## src/design/wpf_pkg.sv

```systemverilog
`timescale 1ns / 1ps
// ----------------------------------------------------------------------------
// wpf_pkg
// shared constants, codes and controller/datapath interface types
// ----------------------------------------------------------------------------
package wpf_pkg;

   localparam int DEF_MAX_WAYPOINTS = 64;
   localparam int DEF_FRAC_BITS     = 8;

   localparam int COORD_W = 11;
   localparam int INDEX_W = 7;
   localparam int SLOT_W  = 6;
   localparam int DRIVE_W = 13;
   localparam int CSR_W   = 11;

   localparam logic [DRIVE_W-1:0] DRIVE_LIMIT = 13'd4095;

   localparam logic [1:0] ACT_WRITE = 2'd0;
   localparam logic [1:0] ACT_START = 2'd1;
   localparam logic [1:0] ACT_TICK  = 2'd2;

   localparam logic [1:0] STAT_STALE   = 2'd0;
   localparam logic [1:0] STAT_REACHED = 2'd1;
   localparam logic [1:0] STAT_MOVE    = 2'd2;
   localparam logic [1:0] STAT_FINISH  = 2'd3;

   // x grows to the right, y grows downward
   localparam logic [1:0] DIR_POS_X = 2'd0;
   localparam logic [1:0] DIR_NEG_X = 2'd1;
   localparam logic [1:0] DIR_NEG_Y = 2'd2;
   localparam logic [1:0] DIR_POS_Y = 2'd3;

   localparam logic [1:0] REG_ACCEPT_RADIUS = 2'd0;
   localparam logic [1:0] REG_MAX_CROSS     = 2'd1;
   localparam logic [1:0] REG_PATH_LENGTH   = 2'd2;

   localparam logic [CSR_W-1:0]   RST_ACCEPT_RADIUS = 11'd8;
   localparam logic [CSR_W-1:0]   RST_MAX_CROSS     = 11'd16;
   localparam logic [INDEX_W-1:0] RST_PATH_LENGTH   = 7'd0;

   typedef struct packed {
      logic wr_wp;
      logic set_start;
      logic load_tick;
      logic rd_prev;
      logic cap_t;
      logic diff;
      logic mul;
      logic sum;
      logic prod;
      logic div_start;
      logic foot;
      logic sq;
      logic nsum;
      logic drive;
      logic res_fin;
      logic res_stale;
      logic res_reach;
      logic out_load;
   } cmd_type;

   typedef struct packed {
      logic end_path;
      logic stale;
      logic reached;
      logic seg_zero;
      logic div_done;
      logic out_free;
   } sts_type;

endpackage

```

## src/design/wpf_ctrl.sv

```systemverilog
`timescale 1ns / 1ps
// ----------------------------------------------------------------------------
// wpf_ctrl
// sequencer for table writes, start capture and tick processing
// ----------------------------------------------------------------------------
module wpf_ctrl (
   input  logic               clock,
   input  logic               reset,
   input  logic               req_tvalid,
   input  logic [1:0]         req_action,
   output logic               req_tready,
   input  wpf_pkg::sts_type   sts,
   output wpf_pkg::cmd_type   cmd
);

   localparam logic [3:0] S_IDLE  = 4'd0;
   localparam logic [3:0] S_CHECK = 4'd1;
   localparam logic [3:0] S_RD_T  = 4'd2;
   localparam logic [3:0] S_RD_S  = 4'd3;
   localparam logic [3:0] S_DIFF  = 4'd4;
   localparam logic [3:0] S_MUL   = 4'd5;
   localparam logic [3:0] S_SUM   = 4'd6;
   localparam logic [3:0] S_DEC   = 4'd7;
   localparam logic [3:0] S_PROD  = 4'd8;
   localparam logic [3:0] S_PSUM  = 4'd9;
   localparam logic [3:0] S_DIV   = 4'd10;
   localparam logic [3:0] S_FOOT  = 4'd11;
   localparam logic [3:0] S_SQ    = 4'd12;
   localparam logic [3:0] S_NSUM  = 4'd13;
   localparam logic [3:0] S_DRIVE = 4'd14;
   localparam logic [3:0] S_OUT   = 4'd15;

   logic [3:0] state_ff, state_in;
   logic       acc;

   assign req_tready = (state_ff == S_IDLE);
   assign acc        = req_tvalid && req_tready;

   always_comb begin
      state_in = state_ff;
      cmd      = '0;
      unique case (state_ff)
         S_IDLE: begin
            if (acc) begin
               unique case (req_action)
                  wpf_pkg::ACT_WRITE: cmd.wr_wp = 1'b1;
                  wpf_pkg::ACT_START: cmd.set_start = 1'b1;
                  wpf_pkg::ACT_TICK: begin
                     cmd.load_tick = 1'b1;
                     state_in      = S_CHECK;
                  end
                  default: ;
               endcase
            end
         end
         S_CHECK: begin
            if (sts.end_path) begin
               cmd.res_fin = 1'b1;
               state_in    = S_OUT;
            end else if (sts.stale) begin
               cmd.res_stale = 1'b1;
               state_in      = S_OUT;
            end else begin
               state_in = S_RD_T;
            end
         end
         S_RD_T: state_in = S_RD_S;
         S_RD_S: begin
            cmd.rd_prev = 1'b1;
            cmd.cap_t   = 1'b1;
            state_in    = S_DIFF;
         end
         S_DIFF: begin
            cmd.diff = 1'b1;
            state_in = S_MUL;
         end
         S_MUL: begin
            cmd.mul  = 1'b1;
            state_in = S_SUM;
         end
         S_SUM: begin
            cmd.sum  = 1'b1;
            state_in = S_DEC;
         end
         S_DEC: begin
            if (sts.reached) begin
               cmd.res_reach = 1'b1;
               state_in      = S_OUT;
            end else if (sts.seg_zero) begin
               state_in = S_FOOT;
            end else begin
               state_in = S_PROD;
            end
         end
         S_PROD: begin
            cmd.prod = 1'b1;
            state_in = S_PSUM;
         end
         S_PSUM: begin
            cmd.div_start = 1'b1;
            state_in      = S_DIV;
         end
         S_DIV: begin
            if (sts.div_done) begin
               state_in = S_FOOT;
            end
         end
         S_FOOT: begin
            cmd.foot = 1'b1;
            state_in = S_SQ;
         end
         S_SQ: begin
            cmd.sq   = 1'b1;
            state_in = S_NSUM;
         end
         S_NSUM: begin
            cmd.nsum = 1'b1;
            state_in = S_DRIVE;
         end
         S_DRIVE: begin
            cmd.drive = 1'b1;
            state_in  = S_OUT;
         end
         S_OUT: begin
            if (sts.out_free) begin
               cmd.out_load = 1'b1;
               state_in     = S_IDLE;
            end
         end
         default: state_in = S_IDLE;
      endcase
   end

   always_ff @(posedge clock) begin
      if (reset) begin
         state_ff <= S_IDLE;
      end else begin
         state_ff <= state_in;
      end
   end

endmodule

```

## config.mk

```make
export PLATFORM = sky130hd
export DESIGN_NAME = wpf_ctrl
export DESIGN_NICKNAME = d
export VERILOG_FILES = /design/src/design/wpf_pkg.sv /design/src/design/wpf_ctrl.sv
export SDC_FILE = /design/constraint.sdc
export NUM_CORES = 1
export LEC_CHECK = 0
export ABC_AREA = 1
export CAP_MARGIN = 30
export CORE_AREA = 3 3 40 42
export DETAILED_ROUTE_END_ITERATION = 6
export DIE_AREA = 0 0 43 45
export DONT_BUFFER_PORTS = 1
export SETUP_SLACK_MARGIN = 0.02
export SYNTH_ARGS = -nofsm -noshare
export SYNTH_HDL_FRONTEND = slang
export SYNTH_SLANG_ARGS = --single-unit
```

## constraint.sdc

```tcl
create_clock -name clock -period 1.58 [get_ports clock]
set_clock_uncertainty 0.15 [all_clocks]
set_input_delay 0.395 -clock clock [delete_from_list [all_inputs] [get_ports clock]]
set_output_delay 0.395 -clock clock [all_outputs]
set_load 0.1 [all_outputs]
```

==> impl_metrics.json, run 1 <==
{
  "dp_hpwl_mm": 1.53,
  "cts_made_buffers": 3,
  "htreeDepth": 1,
  "worst-ep-kind": "output port",
  "cts_root_buffer": "clkbuf_4",
  "synth.avg_cell_area_sq_um": 5.38,
  "synth_top_family_by_area": "simple AND/OR/NAND/NOR gates",
  "synthSimpleGateAreaFrac_pct": 57.3,
  "synth_edf_count": 0,
  "place_area_sq_um": 1080,
  "grt_max_degree": 6,
  "ys_top_cells_by_area": "dfxtp_1 (19%), nor2_1 (17%), nand2_1 (12%), inv_1 (10%), nand2_2 (7.3%)",
  "async_reset_ff_share_pct": 0,
  "io_pins": 30,
  "synth_top_area_cell": "dfxtp_1",
  "yosysTopAreaCellShare_pct": 18.6,
  "ys_types": 19,
  "ys_ff_latch": 4,
  "lastStage": "global routing",
  "start_util_pct": 33.5,
  "syn_nets": 91,
  "ys_seq_area_share_pct": 18.6,
  "error": "[ERROR DPL-0033] detailed placement checks failed during check placement.",
  "synthXorXnorAreaFrac_pct": 0,
  "cts_buffer_depth": 2,
  "synthMuxAreaShare_pct": 0,
  "run_status": "aborted with a tool error",
  "synth_fa_ha_area_share_pct": 0,
  "synth_compound_area_share_pct": 8.14,
  "grt_repair_worst_endpoint": "cmd[16]",
  "yosysWarningCount": 0,
  "antenna_found_initial": 0,
  "port-buffer-count": 0,
  "clkSinkCount": 4,
  "synthTopCellsByCount": "nor2_1 (19), nand2_1 (14), inv_1 (12)",
  "syn_area_sq_um": 430,
  "gp_congestion": 0.787,
  "syn_inst": 80,
  "die_h_microns": 45,
  "fp.dieW_microns": 43,
  "yosysMostFrequentCell": "nor2_1",
  "synthFlopType": "dfxtp_1",
  "row_count": 13
}
## logic make-up after synthesis
logic type / Yosys count
simple gates: 53
compound gates: 6
flops: 4
buf+inv: 17
## per-stage QoR
stage / TNS [ns] / instances / setup slack [ns]
after detailed placement: -0.372 / 128 / -0.0999
after floorplan: -7.66 / 80 / -0.978
after CTS: -3.54 / 132 / -0.280
after global placement: -0.112 / 128 / -0.0562
## what timing repair did
action	4_1_cts
hold buffers	0
cloned	0
endpoints found under the hold margin	0
gates resized for setup	22
setup buffers	1
pin swaps	7
setup endpoints to repair	20
==> run 2, diff against run 1 <==
- CORE_AREA: 3 3 40 42 -> 3 3 64 66
- DIE_AREA: 0 0 43 45 -> 0 0 67 69
- PLACE_DENSITY_LB_ADDON: unset -> 0.15
- SETUP_SLACK_MARGIN: 0.02 -> unset
==> run 2 against run 1 <==
The flow now finishes, with violations (negative setup slack). Area after synthesis is the same. Synthesized cell count is the same.
==> impl_metrics.json, run 2 <==
{
  "vias_per_cell": 3.79,
  "r2r-start": "state_ff[1]$_SDFFE_PP0P_",
  "row_count": 22,
  "num_antenna_cells": 0,
  "grt_pass1_vias": 663,
  "fmax_ghz": 0.557,
  "grt_use_total_pct": 8.72,
  "timing.final.crit_period_ns": 1.80,
  "violations": "negative setup slack",
  "synth_edf_count": 0,
  "clkSinkCount": 4,
  "cts_root_buffer": "clkbuf_8",
  "rsz0062_at_grt": "yes",
  "synthFlopType": "dfxtp_1",
  "leakagePower_nw": 0.570,
  "ys_types": 19,
  "fp.dieW_microns": 67,
  "first_pass_iters": 3,
  "reg2reg_to": "state_ff[3]$_SDFFE_PP0P_",
  "ys_ff_latch": 4,
  "slew_violations": 0,
  "layout.cells.non_filler": 170,
  "dieArea_sq_um": 4620,
  "drcViolationCount": 0,
  "htreeDepth": 1,
  "rr_worst_depth": 8,
  "hp-start": "reset",
  "vias": 645,
  "syn_nets": 91,
  "largestRegisters": "state_ff: 4 flops",
  "ctsHoldBuffers": 0,
  "ys_top_cells_by_area": "dfxtp_1 (19%), nor2_1 (17%), nand2_1 (12%), inv_1 (10%), nand2_2 (7.3%)",
  "ys_seq_area_share_pct": 18.6,
  "io_pins": 30,
  "cp.arrival_ns": 1.25,
  "grt_pass1_wl_mm": 3.01,
  "synth_top_area_cell": "dfxtp_1",
  "cap_violations": 0,
  "ir_drop_v": 0.000576,
  "syn_area_sq_um": 430,
  "gp_congestion": 0.764,
  "clkTransAtPathRegs_ns": 0.03,
  "async_reset_ff_share_pct": 0,
  "fill_cells": 379,
  "drive_gt1_share_pct": 73.8,
  "top_register": "state_ff",
  "final_common_cell": "buf_12",
  "yosysMostFrequentCell": "nor2_1",
  "drt_iter0_drc": 9,
  "slew_headroom_pct": 88.0,
  "gr-total-overflow": 0,
  "grt_max_degree": 6,
  "die_h_microns": 69,
  "area_delta_synth_final_pct": 214,
  "coreArea_sq_um": 3630,
  "min_path_type": "input pin to flop",
  "post-place-cells": 163,
  "path_class": "flop to output port",
  "powerDensity_nw_per_um2": 2290,
  "fin_nets": 135,
  "rrSetupSlack_ns": 0.12,
  "ant_nets": 0,
  "start_util_pct": 11.8,
  "run_status": "finished with violations",
  "worstHoldPathCells": 1,
  "hold_slack_ns": 0.0811,
  "syn_inst": 80,
  "yosysTopAreaCellShare_pct": 18.6,
  "antenna_found_initial": 0,
  "hold_viol": 0,
  "post_drt_wl_per_cell_microns": 10.5,
  "dp_hpwl_mm": 1.56,
  "cts_made_buffers": 3,
  "insertion_delay_ns": 0.22,
  "required_ns": 1.03,
  "mostFrequentLayoutCells": "buf_12 (18), nor2_4 (15), buf_4 (13)",
  "cts_buffer_depth": 2,
  "critPathLaunchType": "flop",
  "largest_reg_flops": 4,
  "port-buffer-count": 0,
  "yosysWarningCount": 0,
  "worstHoldEndpoint": "state_ff[1]$_SDFFE_PP0P_",
  "cts_tree": "yes",
  "wirelength_mm": 1.79,
  "cp_max_fo": 4,
  "fin_ws_ns": -0.216,
  "setup_viol": 19,
  "synth.avg_cell_area_sq_um": 5.38,
  "finalCritPeriodShare_pct": 114,
  "synthTopCellsByCount": "nor2_1 (19), nand2_1 (14), inv_1 (12)",
  "worst_slew_pin_slew_ns": 0.179,
  "endpoint_kind": "output port"
}
-- run 2: cell counts after synthesis --
No cell type changed its count.
-- run 2: layout make-up --
class	count	area [sq um]	area share (%)
sequential	4	87.6	6.49
inverter	16	63.8	4.73
tap	48	60.1	4.45
clock buffer	3	41.3	3.06
timing repair buffer	40	559	41.4
multi-input combinational	59	538	39.9
-- run 2: kinds of logic (layout without fill, tap and decap cells) --
group | after synthesis | after routing | synth area share (%)
buffers and inverters | 17 | 59 | 16.0
flip-flops | 4 | 4 | 18.6
AO/OA/AOI/OAI | 6 | 6 | 8.14
AND/OR/NAND/NOR | 53 | 53 | 57.3
-- run 2: layer usage --
metal | global-route usage [%] | routed length, microns
met3 | 3.26 | 155
met5 | 0 | 0
met4 | 4.73 | 35
met2 | 15.2 | 963
met1 | 8.64 | 636
-- run 2: critical path, cell delays in order, from the launching register on --
cell     delay, ns
dfxtp_2       0.33
nor2_4        0.11
inv_2         0.06
buf_6         0.14
nor3_4        0.19
buf_12        0.20
-- run 2: per-stage QoR --
step / cell area [sq um] / TNS, ns / util, % / setup WS [ns] / power [mW]
after CTS: 1290 / -3.06 / 35.4 / -0.239 / 2.99
after global placement: 1130 / -0.187 / 31.2 / -0.0634 / 2.40
after floorplan: 581 / -7.66 / - / -0.978 / 1.60
after detailed placement: 1130 / -0.242 / 31.2 / -0.0781 / 2.40
final: 1350 / -2.66 / 37.2 / -0.216 / 3.09
after global routing: 1350 / -3.77 / 37.2 / -0.287 / 3.28
-- run 2: worst max path at each step --
| stage | from | to | slack [ns] |
|---|---|---|---|
| floorplan | state_ff[1]$_SDFFE_PP0P_ | cmd[16] | -0.98 |
| global placement | state_ff[1]$_SDFFE_PP0P_ | cmd[16] | -0.06 |
| detailed placement | state_ff[1]$_SDFFE_PP0P_ | cmd[16] | -0.08 |
| CTS | state_ff[0]$_SDFFE_PP0P_ | cmd[15] | -0.24 |
| global route | state_ff[1]$_SDFFE_PP0P_ | cmd[16] | -0.29 |
| finish | state_ff[1]$_SDFFE_PP0P_ | cmd[15] | -0.22 |
-- run 2: repair_timing --
action                                 4_1_cts  5_1_grt
pin swaps                                   11        8
gates resized for setup                     25       11
setup buffers                                2        2
endpoints found under the hold margin        0        0
setup endpoints to repair                   20       21
-- run 2: power by group --
group          leakage [nW]  internal [mW]  switching (mW)
Clock                0.0216          0.163          0.0567
Sequential           0.0347          0.165          0.0537
Combinational         0.514           1.03            1.62
No activity file was read; power rests on OpenSTA's default activity.
